<file path="src/tlrg_pkg.sv">
// ----------------------------------------------------------------------------
// tlrg_pkg
// Shared types and constants of the thin-lens ray generator.
// ----------------------------------------------------------------------------
package tlrg_pkg;

    localparam int COMP_WIDTH_DEF = 21;  // default component width, Q.10
    localparam int DIR_FRAC_DEF   = 15;  // default fraction bits of the direction
    localparam int REG_W          = 63;  // width of a vector register
    localparam int IN_W           = 16;  // width of every input field
    localparam int SH_W           = 5;   // normalization shift count, 0..30 (31 for a zero length)
    localparam int NORM_W         = 62;  // normalized squared length
    localparam int ACC_W          = 64;  // root recurrence and final product
    localparam int ROOT_STEPS     = 32;  // digits of the square root
    localparam int ROOT_W         = 31;  // root lies in [2^30, 2^31)
    localparam int RECIP_W        = 33;  // reciprocal lies in (2^31, 2^32]
    localparam int RECIP_STEPS    = 33;
    localparam int REM_W          = 32;
    localparam int RECIP_EXP      = 62;  // reciprocal is 2^62 / root
    localparam int CFG_ADDR_W     = 3;

    typedef enum logic [CFG_ADDR_W-1:0] {
        REG_EYE    = 3'd0,
        REG_CORNER = 3'd1,
        REG_HSPAN  = 3'd2,
        REG_VSPAN  = 3'd3,
        REG_RIGHT  = 3'd4,
        REG_UP     = 3'd5,
        REG_DOF    = 3'd6
    } t_reg_idx;

    // Control that travels beside the data of every root and divider stage.
    typedef struct packed {
        logic            vld;
        logic            zero;
        logic [SH_W-1:0] sh;
    } t_ctl;

endpackage

</file>
<file path="src/tlrg_recip.sv">
// ----------------------------------------------------------------------------
// tlrg_recip
// Pipelined restoring divider for 2^62 / root, one quotient bit per stage.
// ----------------------------------------------------------------------------
module tlrg_recip #(
    parameter int TAG_W = 1
) (
    input  logic                         i_clk,
    input  logic                         i_rst_n,
    input  logic                         i_en,
    input  tlrg_pkg::t_ctl               i_ctl,
    input  logic [tlrg_pkg::ROOT_W-1:0]  i_root,
    input  logic [TAG_W-1:0]             i_tag,
    output tlrg_pkg::t_ctl               o_ctl,
    output logic [tlrg_pkg::RECIP_W-1:0] o_recip,
    output logic [TAG_W-1:0]             o_tag
);
    import tlrg_pkg::*;

    logic [REM_W-1:0]   r_rem [RECIP_STEPS-1];
    logic [ROOT_W-1:0]  r_div [RECIP_STEPS-1];
    logic [RECIP_W-1:0] r_q   [RECIP_STEPS];
    t_ctl               r_ctl [RECIP_STEPS];
    logic [TAG_W-1:0]   r_tag [RECIP_STEPS];

    for (genvar g = 0; g < RECIP_STEPS; g++) begin : g_step
        logic [REM_W-1:0]   w_rem;
        logic [ROOT_W-1:0]  w_div;
        logic [RECIP_W-1:0] w_q;
        t_ctl               w_ctl;
        logic [TAG_W-1:0]   w_tag;
        logic               w_ge;

        if (g == 0) begin : g_first
            // The dividend's bits from the quotient's top bit position up form the
            // first partial remainder.
            assign w_rem = REM_W'(1) << (RECIP_EXP - RECIP_STEPS + 1);
            assign w_div = i_root;
            assign w_q   = '0;
            assign w_ctl = i_ctl;
            assign w_tag = i_tag;
        end else begin : g_next
            assign w_rem = {r_rem[g-1][REM_W-2:0], 1'b0};
            assign w_div = r_div[g-1];
            assign w_q   = r_q[g-1];
            assign w_ctl = r_ctl[g-1];
            assign w_tag = r_tag[g-1];
        end

        assign w_ge = (w_rem >= REM_W'(w_div));

        always_ff @(posedge i_clk) begin
            if (!i_rst_n) begin
                r_ctl[g].vld <= 1'b0;
            end else if (i_en) begin
                r_ctl[g] <= w_ctl;
            end
        end

        always_ff @(posedge i_clk) begin
            if (i_en) begin
                r_q[g]   <= {w_q[RECIP_W-2:0], w_ge};
                r_tag[g] <= w_tag;
            end
        end

        if (g < RECIP_STEPS - 1) begin : g_rem
            always_ff @(posedge i_clk) begin
                if (i_en) begin
                    r_rem[g] <= w_ge ? w_rem - REM_W'(w_div) : w_rem;
                    r_div[g] <= w_div;
                end
            end
        end
    end

    assign o_ctl   = r_ctl[RECIP_STEPS-1];
    assign o_recip = r_q[RECIP_STEPS-1];
    assign o_tag   = r_tag[RECIP_STEPS-1];

endmodule

</file>
<file path="config.mk">
export PLATFORM = sky130hd
export DESIGN_NAME = tlrg_recip
export DESIGN_NICKNAME = d
export VERILOG_FILES = /design/src/tlrg_pkg.sv /design/src/tlrg_recip.sv
export SDC_FILE = /design/constraint.sdc
export NUM_CORES = 2
export LEC_CHECK = 0
export BUFFER_PORTS_ARGS = -buffer_cell sky130_fd_sc_hd__buf_2
export CELL_PAD_IN_SITES_DETAIL_PLACEMENT = 0
export CELL_PAD_IN_SITES_GLOBAL_PLACEMENT = 2
export CORE_MARGIN = 2
export CORE_UTILIZATION = 36
export CTS_BUF_LIST = sky130_fd_sc_hd__clkbuf_16
export CTS_CLUSTER_SIZE = 8
export DETAILED_ROUTE_END_ITERATION = 6
export PLACE_DENSITY_LB_ADDON = 0.2
export SETUP_SLACK_MARGIN = 0.15
export SYNTH_ARGS = -nofsm -noshare
export SYNTH_HDL_FRONTEND = slang
export SYNTH_SLANG_ARGS = --single-unit
export TNS_END_PERCENT = 1
</file>
<file path="constraint.sdc">
create_clock -name i_clk -period 6.8 [get_ports i_clk]
set_clock_uncertainty 0.15 [all_clocks]
set_input_delay 0.68 -clock i_clk [delete_from_list [all_inputs] [get_ports i_clk]]
set_output_delay 0.68 -clock i_clk [all_outputs]
set_load 0.1 [all_outputs]
</file>
# Yosys cells after proc, flatten, opt, wreduce, memory -nomap -nowiden
# Memory sizes are Yosys's and may differ from the RTL's.
# Index checks and enable logic that the tools add are counted.
[op_classes]
magnitude_cmp = 33
mux = 70
n_bitwise = 33
add_sub_neg = 32
[op_table]
columns = ["cell", "count"]
rows = [
  ["32-bit by 31-bit greater-or-equal comparator with 1-bit output", 32],
  ["32-bit 2-to-1 mux", 32],
  ["32-bit by 31-bit subtractor with 32-bit output", 31],
  ["1-bit 2-to-1 mux", 38],
  ["1-bit OR", 33],
  ["31-bit by 31-bit subtractor with 32-bit output, first input constant", 1],
  ["31-bit greater-or-equal comparator, first input constant", 1],
]
[word_totals]
wordCells = 173
output_inout_bits = 41
n_memories = 5
in_bits = 42
ramBits = 3369
regBits = 0
[memory_table]
columns = ["memory", "words", "width", "read_ports", "rd_clocked_by_memory_dff", "write_ports", "line_no", "text"]
rows = [
  ["r_q", 33, 33, 33, 0, 33, "tlrg_recip.sv:22", "logic [RECIP_W-1:0] r_q [RECIP_STEPS];"],
  ["r_rem", 32, 32, 32, 0, 32, "tlrg_recip.sv:20", "logic [REM_W-1:0] r_rem [RECIP_STEPS-1];"],
  ["r_div", 32, 31, 32, 0, 32, "tlrg_recip.sv:21", "logic [ROOT_W-1:0] r_div [RECIP_STEPS-1];"],
  ["r_ctl", 33, 7, 33, 0, 33, "tlrg_recip.sv:23", "t_ctl r_ctl [RECIP_STEPS];"],
  ["r_tag", 33, 1, 33, 0, 33, "tlrg_recip.sv:24", "logic [TAG_W-1:0] r_tag [RECIP_STEPS];"],
]

# Logic depth before layout (Yosys ltp)
[logic_depth]
word_depth = 4
depth_mapped = 15
ltp_nobuf = 13

# Worst setup path before layout
# No wires, ideal clock.
[synth_timing]
kind = "input to register"
startpoint = "input port i_rst_n"
endpoint = "memory r_ctl[0][0] (netlist name), enable pin"
arrival_time_ns = 5.429
slack_ns = 0.638
required_time_ns = 6.067
path_stages = 2
setup_time_ns = 0.583
cell_sequence = "clkbuf_1 -> and2_1"
[synth_rtl]
columns = ["item", "line_no", "text"]
rows = [
  ["start, declared", "tlrg_recip.sv:9", "input logic i_rst_n,"],
  ["end, declared", "tlrg_recip.sv:23", ""],
]

==> flow_metrics.env <==
export IMPL_status="finished, final reports clean"
export IMPL_antenna_found_initial=13
export IMPL_yosys_area_share_xor_xnor_pct=4.97
export IMPL_grt_max_degree=202
export IMPL_ir_drop_mv=0.282
export IMPL_wl_per_cell_um=19.9
export IMPL_port_buffers=82
export IMPL_cts_tree="yes"
export IMPL_synth_compound_area_share_pct=13.9
export IMPL_synth_top_area_share_pct=57.1
export IMPL_rsz0062_at_grt="no"
export IMPL_drc_errors=0
export IMPL_fill_cells=38412
export IMPL_cts_root_buf="clkbuf_16"
export IMPL_cts_sinks=2809
export IMPL_cap_violations=0
export IMPL_synth_top_cells_by_area="edfxtp_1 57%, ha_1 8.4%, a21oi_1 3.4%"
export IMPL_yosysSeqAreaShare_pct=57.1
export IMPL_syn_inst=12490
export IMPL_drive_above_1_share_pct=8.31
export IMPL_rows=235
export IMPL_hold_violations=0
export IMPL_postRouteAntennaNets=0
export IMPL_synth_area_um2=148000
export IMPL_fin_crit_ns=4.55
export IMPL_fmax_mhz=220
export IMPL_io_pins=83
export IMPL_synth_top_family_by_area="compound AO/OA/AOI/OAI gates"
export IMPL_dp_hpwl_mm=271
export IMPL_r2r_start="r_rem[2][84]"
export IMPL_tns_ns=0
export IMPL_vias=94567
export IMPL_async_flop_share_pct=0
export IMPL_clk_latency_ns=0.98
export IMPL_ff2ff_path_depth=10
export IMPL_syn_nets=13555
export IMPL_drt_first_iter_violations=6477
export IMPL_synthAdderAreaFrac_pct=8.82
export IMPL_synthTopCellsByCount="2808 x edfxtp_1, 1213 x inv_1, 999 x a21oi_1, 992 x ha_1, 857 x nand2_1"
export IMPL_finalCritPeriodShare_pct=67.0
export IMPL_syn2layout_area_growth_pct=12.4
export IMPL_nNetsFinal=13852
export IMPL_critPathRequiredTime_ns=7.31
export IMPL_post_cts_buffers=0
export IMPL_worstSetupPathType="register to register"
export IMPL_critical_path_arrival_ns=5.06
export IMPL_dp_slack_ns=2.27
export IMPL_crit_start="r_rem[2][84]"
export IMPL_holdWs_ns=0.203
export IMPL_grt_ovfl_total=0
export IMPL_dieHeight_um=645
export IMPL_powerDensity_nw_per_um2=488
export IMPL_path_clk_slew_ns=0.05
export IMPL_worst_slack_ns=2.25
export IMPL_dr_pass1_iters=6
export IMPL_yosysUniqueCellTypes=95
export IMPL_max_slew_margin_rel_pct=12.2
export IMPL_final_max_slew_viol_count=0
export IMPL_worstHoldStart="i_ctl[6]"
export IMPL_muxShareOfSynthArea_pct=2.90
export IMPL_viasPerCell=5.16
export IMPL_clock_path_buffers=4
export IMPL_synth_most_common_cell="edfxtp_1"
export IMPL_die_area_um2=415000
export IMPL_holdPathStages=2
export IMPL_stdcell_count=18324
export IMPL_worst_slew_pin_slew_ns=1.30
export IMPL_cts_resized=0
export IMPL_hp_class="input pin to register"
export IMPL_synth_edf_count=2808
export IMPL_synth_warnings=0
export IMPL_setup_violations=0
export IMPL_dieWidth_um=645
export IMPL_gp_congestion=0.855
export IMPL_cts_hold_buf=39
export IMPL_synthSimpleGateAreaFrac_pct=8.45
export IMPL_placed_cells=17798
export IMPL_track_usage_pct=17.2
export IMPL_wl_mm=364
export IMPL_core_um2=409000
export IMPL_numCtsBuffers=399
export IMPL_yosys_register_bits=2809
export IMPL_start_util_pct=36.1
export IMPL_synth_ff_type="edfxtp_1"
export IMPL_p_leak_nw=66.4
export IMPL_yosys_area_top_type="edfxtp_1"
export IMPL_cp_start_kind="register"
export IMPL_grt_pass1_wl_mm=565
export IMPL_first_global_vias=94764
export IMPL_worstPathMaxFanout=44
export IMPL_avgSynthCellArea_um2=11.8
export IMPL_htree_levels=5
export IMPL_critPathCaptureType="register"
## through the flow
| stage | utilization [%] | total power, mW | cell area (µm²) |
|---|---|---|---|
| after floorplan | - | 53.4 | 148000 |
| after global placement | 37.8 | 63.5 | 155000 |
| after detailed placement | 37.8 | 63.5 | 155000 |
| after CTS | 40.6 | 82.1 | 166000 |
| after global routing | 40.6 | 87.0 | 166000 |
| final | 40.6 | 81.0 | 166000 |
## cell usage in the layout, fill, tap and decap left out, types with 22 or more instances in the layout
cell type      netlist  layout
edfxtp_1          2808    2808
inv_1             1213    1248
a21oi_1            999     996
ha_1               992     992
nand2_1            857     857
o21ai_0            804     803
nor2_1             698     698
a21o_1             536     536
xnor2_1            465     465
clkbuf_16            0     401
xor2_1             374     374
mux2_2             370     370
nand3_1            179     177
nand4_1            153     153
and3_1             133     133
o21a_1             132     132
nor3_1             130     130
nor2b_1            124     123
o21bai_1           117     117
nand2b_1           115     115
a31oi_1            106     102
a211oi_1            97      97
buf_2               37      81
o31ai_1             70      69
or3_1               54      54
and2_1              55      54
buf_4                3      54
o211ai_1            40      40
dlygate4sd3_1        0      39
a211o_1             34      34
fa_1                31      31
or2_2               29      29
a21boi_0            29      28
a31o_2              25      25
o31a_1              25      24
nor4_1              23      23
and4_1              22      22
## layout make-up
type                       instances  area [µm²]  share of cell area (%)
antenna                            3        7.51                 0.00452
clock inverter                    83         867                   0.522
tap                             5451        6820                    4.11
timing repair buffer             189        1500                   0.904
inverter                        1214        4560                    2.74
clock buffer                     401       10000                    6.04
multi-input combinational       8174       58000                    34.9
sequential                      2809       84300                    50.8
## power breakdown
group | switching [mW] | internal (mW)
Combinational | 20.0 | 14.9
Sequential | 2.95 | 25.3
Clock | 7.33 | 10.5
Total | 30.3 | 50.7
## layer usage
layer | global-route usage, % | wire, µm | vias to the layer above | part of all wire (%)
met4 | 5.25 | 11400 | 0 | 3.1
met3 | 2.39 | 15200 | 520 | 4.2
li1 | - | - | 46403 | -
met2 | 28.9 | 173000 | 1668 | 47
met5 | 0 | 0 | - | 0
met1 | 23.0 | 165000 | 45976 | 45
## final timing paths
kind	end	slack, ns
worst max-delay path	r_rem[2][106]	2.25
worst min-delay path	r_ctl[0][6]	0.20
worst max register to register	r_rem[2][106]	2.25
worst min register to register	r_q[0][440]	0.23
## critical path: stages (launching register included)
cell	delay, ns
edfxtp_1	0.38
ha_1	0.41
a21o_1	0.20
a21o_1	0.19
a2111oi_0	0.57
o41ai_1	0.23
and2_1	0.22
o31a_1	0.27
o21ai_0	0.19
nand3_2	0.82
mux2_2	0.60
## cell families after synthesis
kind of cell / after synthesis
DFF: 2809
xor gates and xnor gates: 839
buffers and inverters: 1507
adders and majority gates: 1023
AOI/OAI and AO/OA: 3282
muxes: 382
and+or+nand+nor: 2648
## flip-flops by register name, summed over array words and instances (netlist names)
name,cells
r_ctl,231
r_div,992
r_q,561
r_rem,992
r_tag,33
Note: power is estimated with default switching activity, not from simulation.
