File: config.mk
export PLATFORM = sky130hd
export DESIGN_NAME = tlrg_isqrt
export DESIGN_NICKNAME = d
export VERILOG_FILES = /design/src/tlrg_pkg.sv /design/src/tlrg_isqrt.sv
export SDC_FILE = /design/constraint.sdc
export NUM_CORES = 2
export LEC_CHECK = 0
export BUFFER_PORTS_ARGS = -buffer_cell sky130_fd_sc_hd__buf_2
export CORE_AREA = 2 2 564 566
export DETAILED_ROUTE_END_ITERATION = 12
export DIE_AREA = 0 0 566 568
export GPL_TIMING_DRIVEN = 0
export SLEW_MARGIN = 20
export SYNTH_ARGS = -nofsm -noshare
export SYNTH_HDL_FRONTEND = slang
export SYNTH_MEMORY_MAX_BITS = 65536
export SYNTH_SLANG_ARGS = --single-unit
File: constraint.sdc
create_clock -name i_clk -period 6.2 [get_ports i_clk]
set_input_delay 0.31 -clock i_clk [delete_from_list [all_inputs] [get_ports i_clk]]
set_output_delay 0.31 -clock i_clk [all_outputs]
set_load 0.03 [all_outputs]
File: src/tlrg_pkg.sv
// ----------------------------------------------------------------------------
// tlrg_pkg
// Shared types and constants of the thin-lens ray generator.
// ----------------------------------------------------------------------------
package tlrg_pkg;

    localparam int COMP_WIDTH_DEF = 21;  // default component width, Q.10
    localparam int DIR_FRAC_DEF   = 15;  // default fraction bits of the direction
    localparam int REG_W          = 63;  // width of a vector register
    localparam int IN_W           = 16;  // width of every input field
    localparam int SH_W           = 5;   // normalization shift count, 0..30 (31 for a zero length)
    localparam int NORM_W         = 62;  // normalized squared length
    localparam int ACC_W          = 64;  // root recurrence and final product
    localparam int ROOT_STEPS     = 32;  // digits of the square root
    localparam int ROOT_W         = 31;  // root lies in [2^30, 2^31)
    localparam int RECIP_W        = 33;  // reciprocal lies in (2^31, 2^32]
    localparam int RECIP_STEPS    = 33;
    localparam int REM_W          = 32;
    localparam int RECIP_EXP      = 62;  // reciprocal is 2^62 / root
    localparam int CFG_ADDR_W     = 3;

    typedef enum logic [CFG_ADDR_W-1:0] {
        REG_EYE    = 3'd0,
        REG_CORNER = 3'd1,
        REG_HSPAN  = 3'd2,
        REG_VSPAN  = 3'd3,
        REG_RIGHT  = 3'd4,
        REG_UP     = 3'd5,
        REG_DOF    = 3'd6
    } t_reg_idx;

    // Control that travels beside the data of every root and divider stage.
    typedef struct packed {
        logic            vld;
        logic            zero;
        logic [SH_W-1:0] sh;
    } t_ctl;

endpackage

File: src/tlrg_isqrt.sv
// ----------------------------------------------------------------------------
// tlrg_isqrt
// Pipelined square root, one result digit per stage.
// ----------------------------------------------------------------------------
module tlrg_isqrt #(
    parameter int TAG_W = 1
) (
    input  logic                        i_clk,
    input  logic                        i_rst_n,
    input  logic                        i_en,
    input  tlrg_pkg::t_ctl              i_ctl,
    input  logic [tlrg_pkg::NORM_W-1:0] i_norm,
    input  logic [TAG_W-1:0]            i_tag,
    output tlrg_pkg::t_ctl              o_ctl,
    output logic [tlrg_pkg::ROOT_W-1:0] o_root,
    output logic [TAG_W-1:0]            o_tag
);
    import tlrg_pkg::*;

    logic [ACC_W-1:0] r_n   [ROOT_STEPS-1];
    logic [ACC_W-1:0] r_res [ROOT_STEPS];
    t_ctl             r_ctl [ROOT_STEPS];
    logic [TAG_W-1:0] r_tag [ROOT_STEPS];

    for (genvar g = 0; g < ROOT_STEPS; g++) begin : g_step
        logic [ACC_W-1:0] w_n;
        logic [ACC_W-1:0] w_res;
        logic [ACC_W-1:0] w_bit;
        logic [ACC_W-1:0] w_try;
        t_ctl             w_ctl;
        logic [TAG_W-1:0] w_tag;

        if (g == 0) begin : g_first
            assign w_n   = ACC_W'(i_norm);
            assign w_res = '0;
            assign w_ctl = i_ctl;
            assign w_tag = i_tag;
        end else begin : g_next
            assign w_n   = r_n[g-1];
            assign w_res = r_res[g-1];
            assign w_ctl = r_ctl[g-1];
            assign w_tag = r_tag[g-1];
        end

        assign w_bit = ACC_W'(1) << (2 * (ROOT_STEPS - 1 - g));
        assign w_try = w_res + w_bit;

        always_ff @(posedge i_clk) begin
            if (!i_rst_n) begin
                r_ctl[g].vld <= 1'b0;
            end else if (i_en) begin
                r_ctl[g] <= w_ctl;
            end
        end

        always_ff @(posedge i_clk) begin
            if (i_en) begin
                r_res[g] <= (w_n >= w_try) ? (w_res >> 1) + w_bit : w_res >> 1;
                r_tag[g] <= w_tag;
            end
        end

        // The remainder is not needed after the last digit.
        if (g < ROOT_STEPS - 1) begin : g_rem
            always_ff @(posedge i_clk) begin
                if (i_en) begin
                    r_n[g] <= (w_n >= w_try) ? w_n - w_try : w_n;
                end
            end
        end
    end

    assign o_ctl  = r_ctl[ROOT_STEPS-1];
    assign o_root = r_res[ROOT_STEPS-1][ROOT_W-1:0];
    assign o_tag  = r_tag[ROOT_STEPS-1];

endmodule

# After elaboration in Yosys (flattened, before gate mapping)
# Memories as Yosys holds them, arrays and structs flattened.
# Index checks and enable logic that the tools add are counted.
[totals]
latch_bits = 0
n_memories = 4
elab_cells = 261
ff_bits = 0
input_bits = 73
rom_bits = 0
ram_bits = 4288
output_inout_bits = 39
[op_classes]
shifts = 0
div_mod_pow = 0
n_mul = 0
n_addsub = 93
n_eq_ne = 0
reduce_logical = 0
mux = 100
magnitude_cmp = 32
bitwise_logic = 32
[memory_table]
columns = ["name", "words", "width", "read_ports", "rd_ports_with_merged_regs", "wr", "line_no", "rtl"]
rows = [
  ["r_res", 32, 64, 32, 0, 32, "tlrg_isqrt.sv:21", "logic [ACC_W-1:0] r_res [ROOT_STEPS];"],
  ["r_n", 31, 64, 31, 0, 31, "tlrg_isqrt.sv:20", "logic [ACC_W-1:0] r_n [ROOT_STEPS-1];"],
  ["r_ctl", 32, 7, 32, 0, 32, "tlrg_isqrt.sv:22", "t_ctl r_ctl [ROOT_STEPS];"],
  ["r_tag", 32, 1, 32, 0, 32, "tlrg_isqrt.sv:23", "logic [TAG_W-1:0] r_tag [ROOT_STEPS];"],
]
[ops]
columns = ["op", "n"]
rows = [
  ["$mux W64", 62],
  ["$ge A64 B64 Y1", 31],
  ["$sub A64 B64 Y64", 30],
  ["$add A63 B1 Y64 const B", 1],
  ["$add A63 B11 Y64 const B", 1],
  ["$add A63 B13 Y64 const B", 1],
  ["$add A63 B15 Y64 const B", 1],
  ["$add A63 B17 Y64 const B", 1],
  ["$add A63 B19 Y64 const B", 1],
  ["$add A63 B21 Y64 const B", 1],
  ["$add A63 B23 Y64 const B", 1],
  ["$add A63 B25 Y64 const B", 1],
  ["$add A63 B27 Y64 const B", 1],
  ["$add A63 B29 Y64 const B", 1],
  ["$add A63 B3 Y64 const B", 1],
  ["$add A63 B31 Y64 const B", 1],
  ["$add A63 B33 Y64 const B", 1],
  ["$add A63 B35 Y64 const B", 1],
  ["$add A63 B37 Y64 const B", 1],
  ["$add A63 B39 Y64 const B", 1],
  ["$add A63 B41 Y64 const B", 1],
  ["$add A63 B43 Y64 const B", 1],
  ["$add A63 B45 Y64 const B", 1],
  ["$add A63 B47 Y64 const B", 1],
  ["other kinds (46)", 113],
]

# Depth between registers and ports, before layout
[depth]
word_depth = 4
depth_mapped = 15
ltp_nobuf = 13

# Least setup slack after synthesis
# Ideal clock, no wire load.
[synth_timing]
path_type = "input to register"
from = "input i_rst_n"
to = "memory r_ctl[0][0] (netlist bit) (enable)"
path_slack_ps = 700
setup_ps = 576
path_stages = 2
n_path_buf = 1
t_arrival_ps = 4924
cell_sequence = "clkbuf_1 and2_1"
[synth_rtl]
columns = ["element", "line_no", "rtl"]
rows = [
  ["from (decl)", "tlrg_isqrt.sv:9", "input logic i_rst_n,"],
  ["to (decl)", "tlrg_isqrt.sv:22", ""],
]

==> flow_results.org <==
** STA
- Final Cycle Share :: 0.8940
- Post-route worst setup slack :: ~0.66 ns
- The routed design could run at a clock period as short as 5.543 ns.
- Measured against its own limit, the worst slew margin works out to 0.1483.
- Post-route setup TNS :: 0 ns
- Final hold analysis gives a worst-case slack of 0.06411 ns.
- The final count of pins violating max slew was 0.
- For this run, the top clock speed supported by timing is 180.4 MHz.
- Setup repair after global routing missed its margin :: false
- The total count of hold-check failures in the final report came to 0.
- Between clock sinks in the finished design, the worst skew comes to ~0.1 ns.
- Setup Viol. Count Final :: 0
- At the pin with the least slew margin, the transition time is 1.269 ns.

** Worst hold path
- Worst min path class :: primary input to flop

** Synthesis
- Counting flops with an async set or reset pin after synthesis yields a share of 0.
- Average size of a mapped cell :: 13.19 um^2
- Number of flops mapped to enable cells by yosys :: 2732
- In the synthesized netlist, the number of instances is 9525.
- Sorting the synthesized cells by area gives the leading types as sky130_fd_sc_hd__edfxtp_1 (65%), sky130_fd_sc_hd__ha_1 (5.2%), sky130_fd_sc_hd__xnor2_1 (3.5%).
- For this run, the register share of the synthesized area comes to 0.6531.
- Cell area after technology mapping :: 0.1256 mm^2
- Most frequent cell after synthesis :: sky130_fd_sc_hd__edfxtp_1
- Of all cell types, the one taking the most synthesized area is sky130_fd_sc_hd__edfxtp_1.
- Number of nets produced by synthesis :: 10120
- Library cells used by synthesis :: between 100 and 150
- Commonest cells in the synthesized netlist :: sky130_fd_sc_hd__edfxtp_1 (2732), sky130_fd_sc_hd__inv_1 (663), sky130_fd_sc_hd__nor2_1 (619)
- Yosys printed 0 warnings.
- Portion of synthesized cell area occupied by the leading cell type :: 0.6529
- Synthesis inferred between 2000 and 3000 register bits.
- Among all flip-flop cells after synthesis, the most frequent one is sky130_fd_sc_hd__edfxtp_1.

** Clocking
- Once the clock tree was built, the resizer swapped 0 gates to a different size.
- Buffers inserted to repair hold after CTS numbered 86.
- Number of CTS-inserted buffers :: a little over 300
- After clock tree synthesis, the clock-pin slew on the worst setup and hold paths is around 0.060 ns.
- The H-tree was split into 5 levels.
- Clock latency of the later-clocked register in the worst-skew pair :: between 0.9 and 1 ns
- Clk sinks :: 2733
- Max clock buf depth :: 4
- The tree is rooted in a sky130_fd_sc_hd__clkbuf_16.
- TritonCTS built the clock tree.
- Post-CTS Setup Inserts :: 0

** Global route
- Largest net degree at the start of global routing :: 156
- The first global-routing pass estimated 464300 um of wire.
- Via count of the first global-routing pass :: 78880
- Remaining global-route overflow :: 0
- Across every metal layer, demand over resource in global routing totals 0.1869.
- The number of antenna violations at the first check in global routing came to 4.

** Floorplanning
- # IOs :: about 110
- The initial utilization of the core area, before any placement, comes to 0.3973.
- DIE HEIGHT :: 568 um
- The die covers 0.3215 mm^2.
- CORE AREA :: 0.3162 mm^2
- The die is about 570 um wide.
- Row generation in the floorplan step produced slightly above 200 rows.

** Finish
- From synthesis to final layout, the design area changed by 13.87%.
- At the end of the flow the core is filled with cells to 0.4524.
- After the last flow step, the layout net total stands at between 10000 and 15000.
- Final cell area excluding filler cells :: approximately 0.14 mm^2
- Non-Filler Instances :: 14490
- Share of cells above drive strength 1 :: 0.08003

** Power
- The design draws about 52 mW.
- For this design the static power due to leakage is 52.84 nW.
- Switching part of the total power :: 0.2897
- IR analysis of the VDD net gives a maximum drop of 0.0002688 V.
- In this run the power spent charging and discharging nets is approximately 15 mW.
- Internal power contribution :: 37.15 mW
- Combinational share of power :: 0.188
- Sequential group share of total power :: 0.470
- Dividing total power by cell area gives a power density of 365.6 mW/mm^2.
- The share of total power dissipated in the clock network is 0.342.

** Setup path
- STA classifies the critical path endpoint as a flop.
- For the worst setup path, the data arrival time is approximately 6.2 ns.
- STA classifies the critical path startpoint as a flop.
- Worst Path Class, Setup :: flop to flop
- CP Data Required Time :: 6.84 ns
- Of all nets on the critical path, the largest fanout is 10.

** Detailed routing
- DR pass1 iterations :: 6
- DRC viols :: 0
- In the detailed route, the total length drawn on met2 is 170200 um.
- Violation count after the first detailed-route iteration :: 5955
- Wire length per cell after detailed routing :: 21.24 um
- Detailed-route wire length :: 307800 um
- Using the TritonRoute via totals, the vias-per-cell ratio works out to roughly 5.3.
- After detailed routing, the met3 layer carries 10860 um of wire.
- DRT antenna net count :: 0
- Routed signal wires occupy layers up through met4.
- Via count :: about 77000
- In the final routing, the length of wire on met1 measures about 110000 um.

** Placement
- Setup slack after placement :: 0.5583 ns
- The congestion estimate from routability-driven global placement came to about 1.0.
- DPL Wire Length :: 231900 um
- The number of placed instances, taps included, is around 14000.
- In this run the tool buffered the top-level ports with 111 buffer cells.
- After detailed placement, the total cell area comes to 0.1323 mm^2.

** Run
- Max-cap violations :: 0

** Status
- Result of the run :: finished, final reports clean
## power groups by stage
| stage | Combinational [mW] | Clock (mW) | Sequential [mW] |
|---|---|---|---|
| after global placement | 9.49 | 0 | 26.2 |
| after floorplan | 6.75 | 0 | 24.3 |
| after global routing | 10.8 | 19.1 | 24.8 |
| after detailed placement | 9.68 | 0 | 24.9 |
| after CTS | 9.79 | 18.3 | 24.6 |
| final | 9.85 | 17.9 | 24.6 |
## critical path, cell delays in order, from the launching register on
cell	delay, ns
sky130_fd_sc_hd__edfxtp_1	0.41
sky130_fd_sc_hd__ha_1	0.31
sky130_fd_sc_hd__clkbuf_1	0.27
sky130_fd_sc_hd__nand3_1	0.21
sky130_fd_sc_hd__nor3_1	0.86
sky130_fd_sc_hd__nand4_1	0.57
sky130_fd_sc_hd__nand4_1	0.34
sky130_fd_sc_hd__a211o_1	0.20
sky130_fd_sc_hd__clkbuf_1	0.75
sky130_fd_sc_hd__clkbuf_1	0.84
sky130_fd_sc_hd__buf_2	0.40
sky130_fd_sc_hd__a21oi_1	0.11
## cell usage in the layout (no fill, tap or decap), types with 94 or more instances in the layout
| master | synthesis | layout |
|---|---|---|
| sky130_fd_sc_hd__buf_2 | 28 | 138 |
| sky130_fd_sc_hd__ha_1 | 525 | 525 |
| sky130_fd_sc_hd__xor2_1 | 371 | 360 |
| sky130_fd_sc_hd__nor3_1 | 233 | 233 |
| sky130_fd_sc_hd__nor2_1 | 619 | 619 |
| sky130_fd_sc_hd__a21o_1 | 216 | 216 |
| sky130_fd_sc_hd__nand4_1 | 152 | 152 |
| sky130_fd_sc_hd__nand2_1 | 575 | 575 |
| sky130_fd_sc_hd__o21a_1 | 94 | 94 |
| sky130_fd_sc_hd__a21oi_1 | 585 | 585 |
| sky130_fd_sc_hd__clkbuf_1 | 132 | 175 |
| sky130_fd_sc_hd__inv_1 | 663 | 663 |
| sky130_fd_sc_hd__xnor2_1 | 499 | 493 |
| sky130_fd_sc_hd__edfxtp_1 | 2732 | 2732 |
| sky130_fd_sc_hd__nand2b_1 | 123 | 122 |
| sky130_fd_sc_hd__nand3_1 | 151 | 151 |
| sky130_fd_sc_hd__o21ai_0 | 360 | 354 |
| sky130_fd_sc_hd__nor4_1 | 339 | 336 |
| sky130_fd_sc_hd__or3_1 | 96 | 96 |
| sky130_fd_sc_hd__clkbuf_16 | 0 | 305 |
## kinds of logic (layout without fill, tap and decap cells)
family	count (synthesis)	in the layout	synth area share
XOR/XNOR	870	870	0.06064
AO/OA/AOI/OAI	1689	1689	0.08465
multiplexers	85	85	0.007668
other	0	15	0
flip-flops	2733	2733	0.6531
adder cells (fa/ha/maj)	525	525	0.05228
buffers and inverters	855	1626	0.02642
AND/OR/NAND/NOR	2768	2768	0.1153
## state kept, by name, summed over array words and instances (netlist names)
register / flops
r_n: 1981
r_res: 496
r_ctl: 224
r_tag: 32
## final timing paths
path / from / to / slack, ns / depth (start not counted)
worst max-delay path: r_n[27][33]$_DFFE_PP_ / r_n[28][17]$_DFFE_PP_ / 0.66 / 11
worst max register to register: r_n[27][33]$_DFFE_PP_ / r_n[28][17]$_DFFE_PP_ / 0.66 / 11
worst min register to register: r_ctl[0][14]$_DFFE_PP_ / r_ctl[0][21]$_DFFE_PP_ / 0.38 / 0
worst min-delay path: i_norm[11] / r_n[0][11]$_DFFE_PP_ / 0.06 / 2
## layout make-up
class,count,area (um^2)
Fill cell,27870,173200
Sequential cell,2733,82060
Multi-Input combinational cell,5937,40450
Clock buffer,348,7794
Tap cell,4180,5230
Inverter,669,2511
Clock inverter,200,2120
Timing Repair Buffer,223,2071
Buffer,186,808.3
Antenna cell,15,37.54
## per-layer routing
metal	track usage	vias up
met3	0.02352	709
met4	0.1061	0
met5	0	-
li1	-	36870
met1	0.1856	37260
met2	0.3693	1883
No activity file was read; power rests on OpenSTA's default activity.
